<file path="src/hw/rtl/ccsh_pkg.sv">
// ccsh_pkg: shared types and constants of the consensus / hamming distance core
// beat structs, counter widths, opcodes and controller <-> datapath signal groups
// no dependencies
`timescale 1ns / 1ps

package ccsh_pkg;

  // sizes
  localparam int MaxLen   = 64;
  localparam int ColW     = $clog2(MaxLen);
  localparam int LenW     = ColW + 1;
  localparam int NumBases = 4;
  localparam int BaseW    = 2;
  localparam int CntW     = 11;
  localparam int SumW     = CntW + 2;
  localparam int MisW     = 11;
  localparam int DistW    = 17;
  localparam int RowW     = NumBases * CntW;

  localparam logic [CntW-1:0]  CntMax  = '1;
  localparam logic [MisW-1:0]  MisMax  = '1;
  localparam logic [DistW-1:0] DistMax = '1;
  localparam logic [LenW-1:0]  LenMax  = LenW'(MaxLen);

  // nucleotide codes
  localparam logic [BaseW-1:0] BaseA = 2'd0;
  localparam logic [BaseW-1:0] BaseC = 2'd1;
  localparam logic [BaseW-1:0] BaseG = 2'd2;
  localparam logic [BaseW-1:0] BaseT = 2'd3;

  typedef enum logic {
    OP_LOAD   = 1'b0,
    OP_FINISH = 1'b1
  } op_e;

  // input beat
  typedef struct packed {
    op_e             op;
    logic [ColW-1:0] column;
    logic [BaseW-1:0] base;
  } item_t;

  // result beat
  typedef struct packed {
    logic [ColW-1:0]  out_column;
    logic [BaseW-1:0] consensus_base;
    logic [MisW-1:0]  column_mismatches;
    logic [DistW-1:0] total_distance;
    logic             last;
  } res_t;

  // one memory row: the four base counters of a column
  typedef logic [NumBases-1:0][CntW-1:0] cnt_row_t;

  // controller to datapath
  typedef struct packed {
    logic            rd_en;       // read a counter row
    logic            rd_from_in;  // row address from the input beat (load)
    logic [ColW-1:0] rd_col;      // row address during the finish walk
    logic            rd_last;     // this walk read is the final column
    logic            load_cap;    // capture the load beat
    logic            wr_en;       // write back the incremented row
    logic            fin_begin;   // clear the running distance
    logic            clr_rows;    // drop every row valid bit
  } ccsh_cmd_t;

  // datapath to controller
  typedef struct packed {
    logic [LenW-1:0] ncols;       // clamped column count
    logic            pipe_busy;   // walk results still in flight
  } ccsh_stat_t;

endpackage

</file>
<file path="src/hw/rtl/consensus_sequence_hamming_core.sv">
// consensus_sequence_hamming_core: top level, joins the sequencer and the datapath
// depends on ccsh_pkg, ccsh_ctrl, ccsh_dp
//
//   channel   ports                                   beat taken when
//   ------    -------------------------------------   ---------------------
//   command   start, busy, item_i (item_t)            start && !busy
//   config    cfg_valid_i, cfg_ready_o, cfg_data_i    cfg_valid_i && cfg_ready_o
//   result    res_valid_o, res_o (res_t)              res_valid_o, one cycle
//
// a load reads the counter row from the single ram and writes it back incremented
// in the same cycle that its registered read returns
// a finish over n columns reads one row per cycle, then three pipeline stages
// (ram read, max/sum, mismatch/distance) drain; results are n beats on consecutive
// cycles, and the row valid bits are all cleared in the cycle of the last result beat
// a finish with zero columns gives no result beats
// reset clears control state and row valid bits at once; no clearing pass is needed
// the result side cannot stall; the block never holds a result
`timescale 1ns / 1ps

module consensus_sequence_hamming_core (
  input  logic                       clk_i,
  input  logic                       rst_ni,
  input  logic                       start,
  output logic                       busy,
  input  ccsh_pkg::item_t            item_i,
  input  logic                       cfg_valid_i,
  output logic                       cfg_ready_o,
  input  logic [ccsh_pkg::LenW-1:0]  cfg_data_i,
  output logic                       res_valid_o,
  output ccsh_pkg::res_t             res_o
);

  import ccsh_pkg::*;

  ccsh_cmd_t  cmd;
  ccsh_stat_t stat;

  // sequencer
  ccsh_ctrl u_ctrl (
    .clk_i       (clk_i),
    .rst_ni      (rst_ni),
    .start       (start),
    .op_i        (item_i.op),
    .busy        (busy),
    .cfg_ready_o (cfg_ready_o),
    .cmd_o       (cmd),
    .stat_i      (stat)
  );

  // counters and consensus pipeline
  ccsh_dp u_dp (
    .clk_i       (clk_i),
    .rst_ni      (rst_ni),
    .item_i      (item_i),
    .cfg_valid_i (cfg_valid_i),
    .cfg_ready_i (cfg_ready_o),
    .cfg_data_i  (cfg_data_i),
    .cmd_i       (cmd),
    .stat_o      (stat),
    .res_valid_o (res_valid_o),
    .res_o       (res_o)
  );

endmodule

</file>
<file path="src/hw/rtl/ccsh_ram.sv">
// ccsh_ram: generic single write port, single read port ram with registered read
// no dependencies
`timescale 1ns / 1ps

module ccsh_ram #(
  parameter int Width = 8,
  parameter int Depth = 64
) (
  input  logic                     clk_i,
  input  logic                     we_i,
  input  logic [$clog2(Depth)-1:0] waddr_i,
  input  logic [Width-1:0]         wdata_i,
  input  logic                     re_i,
  input  logic [$clog2(Depth)-1:0] raddr_i,
  output logic [Width-1:0]         rdata_o
);

  logic [Width-1:0] mem_q [Depth];
  logic [Width-1:0] rdata_q;

  // write port
  always_ff @(posedge clk_i) begin
    if (we_i) begin
      mem_q[waddr_i] <= wdata_i;
    end
  end

  // registered read port
  always_ff @(posedge clk_i) begin
    if (re_i) begin
      rdata_q <= mem_q[raddr_i];
    end
  end

  assign rdata_o = rdata_q;

endmodule

</file>
<file path="src/hw/rtl/ccsh_ctrl.sv">
// ccsh_ctrl: sequencer for load read-modify-write and the finish column walk
// depends on ccsh_pkg
`timescale 1ns / 1ps

module ccsh_ctrl (
  input  logic                clk_i,
  input  logic                rst_ni,
  input  logic                start,
  input  ccsh_pkg::op_e       op_i,
  output logic                busy,
  output logic                cfg_ready_o,
  output ccsh_pkg::ccsh_cmd_t cmd_o,
  input  ccsh_pkg::ccsh_stat_t stat_i
);

  import ccsh_pkg::*;

  typedef enum logic [1:0] {
    ST_IDLE,
    ST_LOAD_WR,
    ST_FIN_RD,
    ST_DRAIN
  } state_e;

  state_e          state_q, state_d;
  logic [ColW-1:0] col_q, col_d;
  logic            accept;
  logic            walk_last;

  assign accept    = start && (state_q == ST_IDLE);
  assign walk_last = ({1'b0, col_q} + LenW'(1)) == stat_i.ncols;

  // next state and commands
  always_comb begin
    state_d = state_q;
    col_d   = col_q;
    cmd_o   = '0;
    cmd_o.rd_col  = col_q;
    cmd_o.rd_last = walk_last;
    case (state_q)
      ST_IDLE: begin
        if (accept) begin
          if (op_i == OP_LOAD) begin
            cmd_o.rd_en      = 1'b1;
            cmd_o.rd_from_in = 1'b1;
            cmd_o.load_cap   = 1'b1;
            state_d          = ST_LOAD_WR;
          end else begin
            cmd_o.fin_begin = 1'b1;
            col_d           = '0;
            state_d         = ST_FIN_RD;
          end
        end
      end
      ST_LOAD_WR: begin
        cmd_o.wr_en = 1'b1;
        state_d     = ST_IDLE;
      end
      ST_FIN_RD: begin
        if (stat_i.ncols == '0) begin
          state_d = ST_DRAIN;
        end else begin
          cmd_o.rd_en = 1'b1;
          col_d       = col_q + ColW'(1);
          if (walk_last) begin
            state_d = ST_DRAIN;
          end
        end
      end
      ST_DRAIN: begin
        if (!stat_i.pipe_busy) begin
          cmd_o.clr_rows = 1'b1;
          state_d        = ST_IDLE;
        end
      end
      default: begin
        state_d = ST_IDLE;
      end
    endcase
  end

  // state and walk counter
  always_ff @(posedge clk_i or negedge rst_ni) begin
    if (!rst_ni) begin
      state_q <= ST_IDLE;
      col_q   <= '0;
    end else begin
      state_q <= state_d;
      col_q   <= col_d;
    end
  end

  assign busy        = (state_q != ST_IDLE);
  assign cfg_ready_o = (state_q == ST_IDLE);

endmodule

</file>
<file path="src/hw/rtl/ccsh_dp.sv">
// ccsh_dp: counter memory, row valid bits, length register and consensus pipeline
// depends on ccsh_pkg and ccsh_ram
`timescale 1ns / 1ps

module ccsh_dp (
  input  logic                 clk_i,
  input  logic                 rst_ni,
  input  ccsh_pkg::item_t      item_i,
  input  logic                 cfg_valid_i,
  input  logic                 cfg_ready_i,
  input  logic [ccsh_pkg::LenW-1:0] cfg_data_i,
  input  ccsh_pkg::ccsh_cmd_t  cmd_i,
  output ccsh_pkg::ccsh_stat_t stat_o,
  output logic                 res_valid_o,
  output ccsh_pkg::res_t       res_o
);

  import ccsh_pkg::*;

  logic [LenW-1:0]    seq_len_q;
  logic [MaxLen-1:0]  row_vld_q;
  logic [ColW-1:0]    raddr;
  logic [RowW-1:0]    rdata;
  cnt_row_t           cur_row;
  cnt_row_t           new_row;
  logic               rd_row_vld_q;

  // captured load beat
  logic [ColW-1:0]    ld_col_q;
  logic [BaseW-1:0]   ld_base_q;

  // walk stage 1: row read in flight
  logic               rd_vld_q;
  logic               rd_last_q;
  logic [ColW-1:0]    rd_col_q;

  // walk stage 2: per column stats
  logic               st_vld_q;
  logic               st_last_q;
  logic [ColW-1:0]    st_col_q;
  logic [BaseW-1:0]   st_best_q;
  logic [CntW-1:0]    st_max_q;
  logic [SumW-1:0]    st_sum_q;
  logic [BaseW-1:0]   best;
  logic [CntW-1:0]    maxc;
  logic [SumW-1:0]    sum;

  // walk stage 3: mismatches and running distance
  logic [SumW-1:0]    mis_raw;
  logic [MisW-1:0]    mis_sat;
  logic [DistW:0]     dist_raw;
  logic [DistW-1:0]   dist_sat;
  logic [DistW-1:0]   total_q;
  logic               res_valid_q;
  res_t               res_q;

  // length register
  always_ff @(posedge clk_i or negedge rst_ni) begin
    if (!rst_ni) begin
      seq_len_q <= LenMax;
    end else if (cfg_valid_i && cfg_ready_i) begin
      seq_len_q <= cfg_data_i;
    end
  end

  assign stat_o = '{ncols:     (seq_len_q > LenMax) ? LenMax : seq_len_q,
                    pipe_busy: rd_vld_q || st_vld_q};

  // counter memory
  assign raddr = cmd_i.rd_from_in ? item_i.column : cmd_i.rd_col;

  ccsh_ram #(
    .Width (RowW),
    .Depth (MaxLen)
  ) u_cnt_ram (
    .clk_i   (clk_i),
    .we_i    (cmd_i.wr_en),
    .waddr_i (ld_col_q),
    .wdata_i (new_row),
    .re_i    (cmd_i.rd_en),
    .raddr_i (raddr),
    .rdata_o (rdata)
  );

  // a row never written since the last finish reads as zero
  assign cur_row = rd_row_vld_q ? cnt_row_t'(rdata) : '0;

  // row valid bits
  always_ff @(posedge clk_i or negedge rst_ni) begin
    if (!rst_ni) begin
      row_vld_q <= '0;
    end else if (cmd_i.clr_rows) begin
      row_vld_q <= '0;
    end else if (cmd_i.wr_en) begin
      row_vld_q[ld_col_q] <= 1'b1;
    end
  end

  always_ff @(posedge clk_i) begin
    if (cmd_i.rd_en) begin
      rd_row_vld_q <= row_vld_q[raddr];
    end
  end

  // load beat capture
  always_ff @(posedge clk_i) begin
    if (cmd_i.load_cap) begin
      ld_col_q  <= item_i.column;
      ld_base_q <= item_i.base;
    end
  end

  // saturating increment of one lane
  always_comb begin
    new_row = cur_row;
    if (cur_row[ld_base_q] != CntMax) begin
      new_row[ld_base_q] = cur_row[ld_base_q] + CntW'(1);
    end
  end

  // max search with ties to the lower base code, and the column total
  always_comb begin
    best = BaseA;
    maxc = cur_row[BaseA];
    sum  = SumW'(cur_row[BaseA]);
    for (int i = 1; i < NumBases; i++) begin
      sum = sum + SumW'(cur_row[i]);
      if (cur_row[i] > maxc) begin
        maxc = cur_row[i];
        best = BaseW'(i);
      end
    end
  end

  // mismatch and distance saturation
  assign mis_raw  = st_sum_q - SumW'(st_max_q);
  assign mis_sat  = (mis_raw > SumW'(MisMax)) ? MisMax : mis_raw[MisW-1:0];
  assign dist_raw = {1'b0, total_q} + (DistW + 1)'(mis_sat);
  assign dist_sat = dist_raw[DistW] ? DistMax : dist_raw[DistW-1:0];

  // walk pipeline control
  always_ff @(posedge clk_i or negedge rst_ni) begin
    if (!rst_ni) begin
      rd_vld_q    <= 1'b0;
      st_vld_q    <= 1'b0;
      res_valid_q <= 1'b0;
    end else begin
      rd_vld_q    <= cmd_i.rd_en && !cmd_i.rd_from_in;
      st_vld_q    <= rd_vld_q;
      res_valid_q <= st_vld_q;
    end
  end

  // walk pipeline payload
  always_ff @(posedge clk_i) begin
    if (cmd_i.rd_en) begin
      rd_last_q <= cmd_i.rd_last;
      rd_col_q  <= cmd_i.rd_col;
    end
    if (rd_vld_q) begin
      st_last_q <= rd_last_q;
      st_col_q  <= rd_col_q;
      st_best_q <= best;
      st_max_q  <= maxc;
      st_sum_q  <= sum;
    end
    if (cmd_i.fin_begin) begin
      total_q <= '0;
    end else if (st_vld_q) begin
      total_q <= dist_sat;
    end
    if (st_vld_q) begin
      res_q.out_column        <= st_col_q;
      res_q.consensus_base    <= st_best_q;
      res_q.column_mismatches <= mis_sat;
      res_q.total_distance    <= dist_sat;
      res_q.last              <= st_last_q;
    end
  end

  assign res_valid_o = res_valid_q;
  assign res_o       = res_q;

endmodule

</file>
<file path="config.mk">
export PLATFORM = sky130hd
export DESIGN_NAME = consensus_sequence_hamming_core
export DESIGN_NICKNAME = d
export VERILOG_FILES = /design/src/hw/rtl/ccsh_pkg.sv /design/src/hw/rtl/consensus_sequence_hamming_core.sv /design/src/hw/rtl/ccsh_ram.sv /design/src/hw/rtl/ccsh_ctrl.sv /design/src/hw/rtl/ccsh_dp.sv
export SDC_FILE = /design/constraint.sdc
export NUM_CORES = 2
export LEC_CHECK = 0
export ABC_CLOCK_PERIOD_IN_PS = 9400
export BUFFER_PORTS_ARGS = -buffer_cell sky130_fd_sc_hd__buf_2
export CAP_MARGIN = 5
export CORE_MARGIN = 3
export CORE_UTILIZATION = 40
export CTS_CLUSTER_DIAMETER = 200
export DETAILED_ROUTE_END_ITERATION = 16
export PLACE_DENSITY_LB_ADDON = 0.2
export SYNTH_ARGS = -nofsm -noshare
export SYNTH_HDL_FRONTEND = slang
export SYNTH_SLANG_ARGS = --single-unit
</file>
<file path="constraint.sdc">
create_clock -name clk_i -period 9.4 [get_ports clk_i]
set_input_delay 1.88 -clock clk_i [delete_from_list [all_inputs] [get_ports clk_i]]
set_output_delay 1.88 -clock clk_i [all_outputs]
set_load 0.1 [all_outputs]
</file>
# Word level (Yosys, flattened, before mapping)
# Memory sizes are Yosys's and may differ from the RTL's. A register that Yosys moved wholly into a read port is not among the register bits.
# Cells that the tools add are included.
# W data, S select, Z words.
dict set report op_classes {
  n_addsub 8
  order_cmp 10
  n_eq_ne 10
  muxes 48
  bitwise_logic 1
  n_reduce_logical 15
}
# cell n
set op_table {}
lappend op_table {{$mux W64} 2}
lappend op_table {{$mux W44} 2}
lappend op_table {{$mux W11} 6}
lappend op_table {{$or A64 B64 Y64} 1}
lappend op_table {{$bwmux W44} 1}
lappend op_table {{$gt A11 B11 Y1} 3}
lappend op_table {{$add A13 B11 Y13} 2}
lappend op_table {{$mux W6} 4}
lappend op_table {{$bmux W11 S2} 1}
lappend op_table {{$demux W11 S2} 1}
lappend op_table {{$add A17 B11 Y18} 1}
lappend op_table {{$mux W1} 17}
lappend op_table {{$mux W17} 1}
lappend op_table {{$lt A6 B7 Y1 const B} 2}
lappend op_table {{$mux W2} 7}
lappend op_table {{$gt A13 B11 Y1 const B} 1}
lappend op_table {{$sub A13 B11 Y13} 1}
lappend op_table {{$add A11 B11 Y12} 1}
lappend op_table {{$pmux W6 S2} 1}
lappend op_table {{$add A11 B1 Y11 const B} 1}
lappend op_table {{$ne A11 B11 Y1 const B} 1}
lappend op_table {{$ne A2 B2 Y1 const B} 4}
lappend op_table {{$pmux W2 S4} 1}
lappend op_table {{$add A6 B1 Y7 const B} 1}
lappend op_table {{other kinds (22)} 29}
dict set report word_totals {
  register_bits 185
  mem_bits_rw 2816
  in_bits 20
  wordCells 117
  mem_count 1
}
# memory words word_bits read_ports rd_clocked_by_memory_dff write_ports line
set mem_list {}
lappend mem_list {u_dp.u_cnt_ram.mem_q 64 44 1 1 1 ccsh_ram.sv:18} ;# logic [Width-1:0] mem_q [Depth];

# Logic depth before layout (Yosys ltp)
dict set report depth {
  depth_word 7
  depth_mapped 32
  mapped_depth_nobuf 26
}

# By module
# Synthesis repeated with hierarchy kept, for this count alone.
dict set report unflattened {
  hier_cells 5872
  area_unflattened_um2 120573.1
}
# mod instances cells_per_inst area_each_um2
set modules_own_cells {}
lappend modules_own_cells {ccsh_ram 1 4547 107778.4}
lappend modules_own_cells {ccsh_dp 1 1255 12089.1}
lappend modules_own_cells {ccsh_ctrl 1 70 705.7}

# Least setup slack after synthesis
# No wires, ideal clock.
dict set report synth_path {
  kind {register to register}
  start {reg u_dp.rd_row_vld_q}
  end {reg u_dp.st_max_q[0], data pin}
  arrival_ns 6.245
  required_ns 9.142
  slack_ns 2.897
  stages_incl_launch_ff 33
  synth_period_minus_slack_ns 6.503
  path_cell_list {edfxtp_1 buf_2 buf_2 nand2_1 inv_1 ha_1 buf_1 nand4b_1 a2111oi_0 o21ai_0 and3b_1 a21oi_1 buf_2 mux2i_1 inv_1 ha_1 nand2b_1 a211oi_1 o21ai_0 o2bb2ai_1 nor2_1 clkbuf_1 clkbuf_1 o21ai_0 ha_1 a211o_1 a21oi_1 o21ai_0 o22a_1 o31a_1 or2_2 clkbuf_1 o221a_2}
}
dict set report synth_via {
  elab_chain_len 7
}
# item line
set synth_rtl {}
lappend synth_rtl {{from (decl)} ccsh_dp.sv:26} ;# logic rd_row_vld_q;
lappend synth_rtl {{from (signal assigned)} ccsh_dp.sv:101} ;# rd_row_vld_q <= row_vld_q[raddr];
lappend synth_rtl {{$mux W44 (*)} ccsh_dp.sv:86} ;# assign cur_row = rd_row_vld_q ? cnt_row_t'(rdata) : '0;
lappend synth_rtl {{$gt A11 B11 Y1} ccsh_dp.sv:128} ;# if (cur_row[i] > maxc) begin
lappend synth_rtl {{$mux W11} ccsh_dp.sv:128}
lappend synth_rtl {{$gt A11 B11 Y1} ccsh_dp.sv:128}
lappend synth_rtl {{$mux W11} ccsh_dp.sv:128}
lappend synth_rtl {{$gt A11 B11 Y1} ccsh_dp.sv:128}
lappend synth_rtl {{$mux W11 (*)} ccsh_dp.sv:128}
lappend synth_rtl {{net u_dp.maxc[0]} ccsh_dp.sv:45} ;# logic [CntW-1:0] maxc;
lappend synth_rtl {{to (signal assigned)} ccsh_dp.sv:164} ;# st_max_q <= maxc;
lappend synth_rtl {{to (decl)} ccsh_dp.sv:42} ;# logic [CntW-1:0] st_max_q;
# The timed path passes the listed nets; every way through them passes the cells marked *.
# A chain may end at the register's enable or synchronous reset.

# Final worst setup path
dict set report layout_path {
  start {reg u_dp.rd_row_vld_q}
  end {reg u_dp.st_max_q[3], data pin}
}
# Same word-level chain as after synthesis.

==> flow_summary.yaml <==
status:
  status: "finished, final reports clean"
clock_tree:
  clk_path_buf_depth: 4
  cts_inserted_buffers: 327
  h-tree-depth: 5
  ctsHoldBuffers: 0
  cts-resized-gates: 0
  cts-root-buf: "clkbuf_16"
  cts_sinks: 3045
  cts_tree: "yes"
  postCtsSetupRepairBufs: 0
  path_clk_slew_ps: 70
  clk_latency_ps: 900
sta:
  finalSetupViolCount: 0
  worst_pin_slew_ps: 1240
  period_minus_slack_ps: 8100
  drv_slew: 0
  rsz0062_at_grt: "no"
  fin_skew_ps: 70.8
  finalHoldViolCount: 0
  whs_ps: 408
  fin_crit_sh: 0.862
  timing.slew.headroom: 0.152
  fmax_mhz: 123
  fin_tns_setup_ps: 0
  fin_ws_ps: 1300
logic_synthesis:
  yosys.area.top_type: "edfxtp_1"
  postSynth.asyncResetShare: 0.0269
  synth_ff_type: "edfxtp_1"
  synth_cells: 8995
  synth_area_leaders: "edfxtp_1, nand2_1, nand3_1"
  syn_nets: 9107
  yosysWarnings: 0
  synth.avg_cell_area_um2: 13.5
  synth_edf_count: 2946
  synth_cell_types: 74
  synthTopCellsByCount: "edfxtp_1, nand2_1, nand3_1"
  yosys_register_bits: 3045
  synth_top_cell_area_share: 0.728
  synth_area_mm2: 0.121
  ys_seq_area_frac: 0.748
  synth_most_common_cell: "edfxtp_1"
worst_setup_path:
  worstSetupPathType: "reg -> reg"
  end_kind: "flop"
  cp_max_fo: 53
  start_kind: "flop"
  crit_required_ps: 10060
  crit_arrival_ps: 8760
placed_design:
  preCtsSetupSlack_ps: 1370
  hpwl_um: 222000
  portBuffers: 59
  gp_congestion: 0.921
  placed_area_mm2: 0.128
cells_and_area:
  multi_input_area_mm2: 0.0288
  drive_gt1_frac: 0.100
  final_nets: 9217
  register_area_mm2: 0.0909
  final_cell_area_mm2: 0.138
  syn_to_final_growth_pct: 13.7
  fillers: 26300
floorplanning:
  dieWidth_um: 557
  core_area_mm2: 0.301
  io_pins: 60
  fp-row-count: 201
  die_h_um: 557
  dieArea_mm2: 0.310
  start_util: 0.404
detailed_routing:
  drt-total-wl_um: 410000
  drtPass1Iterations: 6
  antenna_left: 0
  drtIter0Drc: 10500
  wl_per_cell_um: 30.8
  via_per_inst: 5.94
  via_count: 79100
  drc: 0
global_route:
  grt_pass1_vias: 73900
  grt_pass1_wl_um: 572000
  grt_max_degree: 148
  grt_overflow: 0
  grt.total_usage: 0.258
  grt_antenna_before_repair: 27
power:
  clkPwrFrac: 0.270
  switching_share: 0.375
  p_per_area_mw_per_mm2: 336
  finalPower_mw: 46.4
  switchingPower_mw: 17.4
  leakage_nw: 47.6
  p_int_mw: 29.0
  comb_power_share: 0.348
  vdd_drop_max_v: 0.000244
  seqPwrFrac: 0.382
run:
  cap_violations: 0
min_path:
  hp-class: "reg -> reg"
-- through the flow --
step           utilization  std cells
3_5_place_dp         0.425      12700
2_1_floorplan            -       8995
3_3_place_gp         0.425      12700
6_report             0.459      13300
4_1_cts              0.459      13300
5_1_grt              0.459      13300
-- power by group through the flow --
| stage | registers [mW] | clock network [mW] | logic, mW |
|---|---|---|---|
| final | 17.7 | 12.5 | 16.1 |
| after global routing | 17.8 | 13.2 | 17.4 |
| after CTS | 17.7 | 12.7 | 16.0 |
| after detailed placement | 18.0 | 0 | 16.0 |
| after global placement | 18.0 | 0 | 15.8 |
| after floorplan | 18.6 | 0 | 9.71 |
-- worst max-delay path, stage by stage (launching register included) --
cell and delay, ps:
edfxtp_1 410, buf_12 200, nand2_1 190, inv_1 100, ha_1 470, nand4b_1 240, a2111oi_0 660, o21ai_0 270
and3b_1 300, a21oi_1 570, buf_4 320, mux2i_1 450, inv_1 90, ha_1 320, a21oi_1 190, nand2_1 70
o21ai_0 180, o2bb2ai_1 310, nor2_1 130, buf_4 200, o311ai_0 590, ha_1 360, nand2_1 80, a211oi_1 50
o22a_1 230, o31a_1 120, or2_2 420, o221a_2 300
-- sequential cells by signal, indices dropped and copies added (netlist names), 7 cells and up --
name / cells
u_dp.res_o: 37
u_dp.seq_len_q: 7
u_dp.total_q: 17
u_dp.st_sum_q: 13
u_dp.st_max_q: 11
u_dp.u_cnt_ram.mem_q: 2816
u_dp.row_vld_q: 64
u_dp.u_cnt_ram.rdata_o: 44
-- cell usage in the layout (no fill, tap or decap), types with 17 or more instances in the layout --
| cell type | count |
|---|---|
| a21o_1 | 74 |
| a21oi_1 | 204 |
| a221oi_1 | 23 |
| a22oi_1 | 96 |
| a31oi_1 | 295 |
| a32oi_1 | 152 |
| and3_1 | 39 |
| and4_1 | 39 |
| buf_12 | 32 |
| buf_2 | 58 |
| buf_4 | 240 |
| bufinv_16 | 22 |
| clkbuf_1 | 84 |
| clkbuf_16 | 338 |
| clkinv_1 | 64 |
| clkinv_2 | 45 |
| dfrtp_1 | 80 |
| dfxtp_1 | 17 |
| edfxtp_1 | 2946 |
| ha_1 | 77 |
| inv_1 | 111 |
| mux2i_1 | 171 |
| nand2_1 | 2535 |
| nand3_1 | 777 |
| nand4_1 | 251 |
| nor2_1 | 65 |
| nor2_4 | 70 |
| nor3_1 | 31 |
| o21ai_0 | 64 |
| o21ai_4 | 29 |
| xnor2_1 | 29 |
| xor2_1 | 17 |
-- area by class of cell --
type | count | area share
sequential | 3045 | 0.658
multi-input combinational | 5289 | 0.209
clock buffer | 427 | 0.0640
tap | 3958 | 0.0359
timing repair buffer | 330 | 0.0198
clock inverter | 154 | 0.0104
inverter | 112 | 0.00308
antenna | 6 | 0.000109
-- path summary, 6_finish.rpt --
check                           slack [ps]         startpoint                 end  cells past startpoint
worst max-delay path                  1300  u_dp.rd_row_vld_q    u_dp.st_max_q[3]                     27
worst min-delay path                   410   u_dp.st_col_q[5]      u_dp.res_o[36]                      0
worst max register to register        1300  u_dp.rd_row_vld_q    u_dp.st_max_q[3]                     27
worst min register to register         410   u_dp.st_col_q[5]      u_dp.res_o[36]                      0
max in group asynchronous             7250             rst_ni       u_dp.st_vld_q                      2
min in group asynchronous              960             rst_ni  u_dp.row_vld_q[21]                      1
-- logic make-up after synthesis --
family	synth area share
DFF	0.748
xor gates and xnor gates	0.00350
AOI/OAI and AO/OA	0.0579
muxes	0.0179
adders and majority gates	0.0104
and+or+nand+nor	0.139
buffers and inverters	0.0237
-- metal layers --
metal  up-vias  share of wire  track usage
li1      33700              -            -
met1     40800           0.41        0.360
met2      3878           0.46        0.408
met3       720          0.085       0.0412
met4         6          0.040       0.0953
met5         -       0.000085            0
Power figures use the tool's default switching activity.
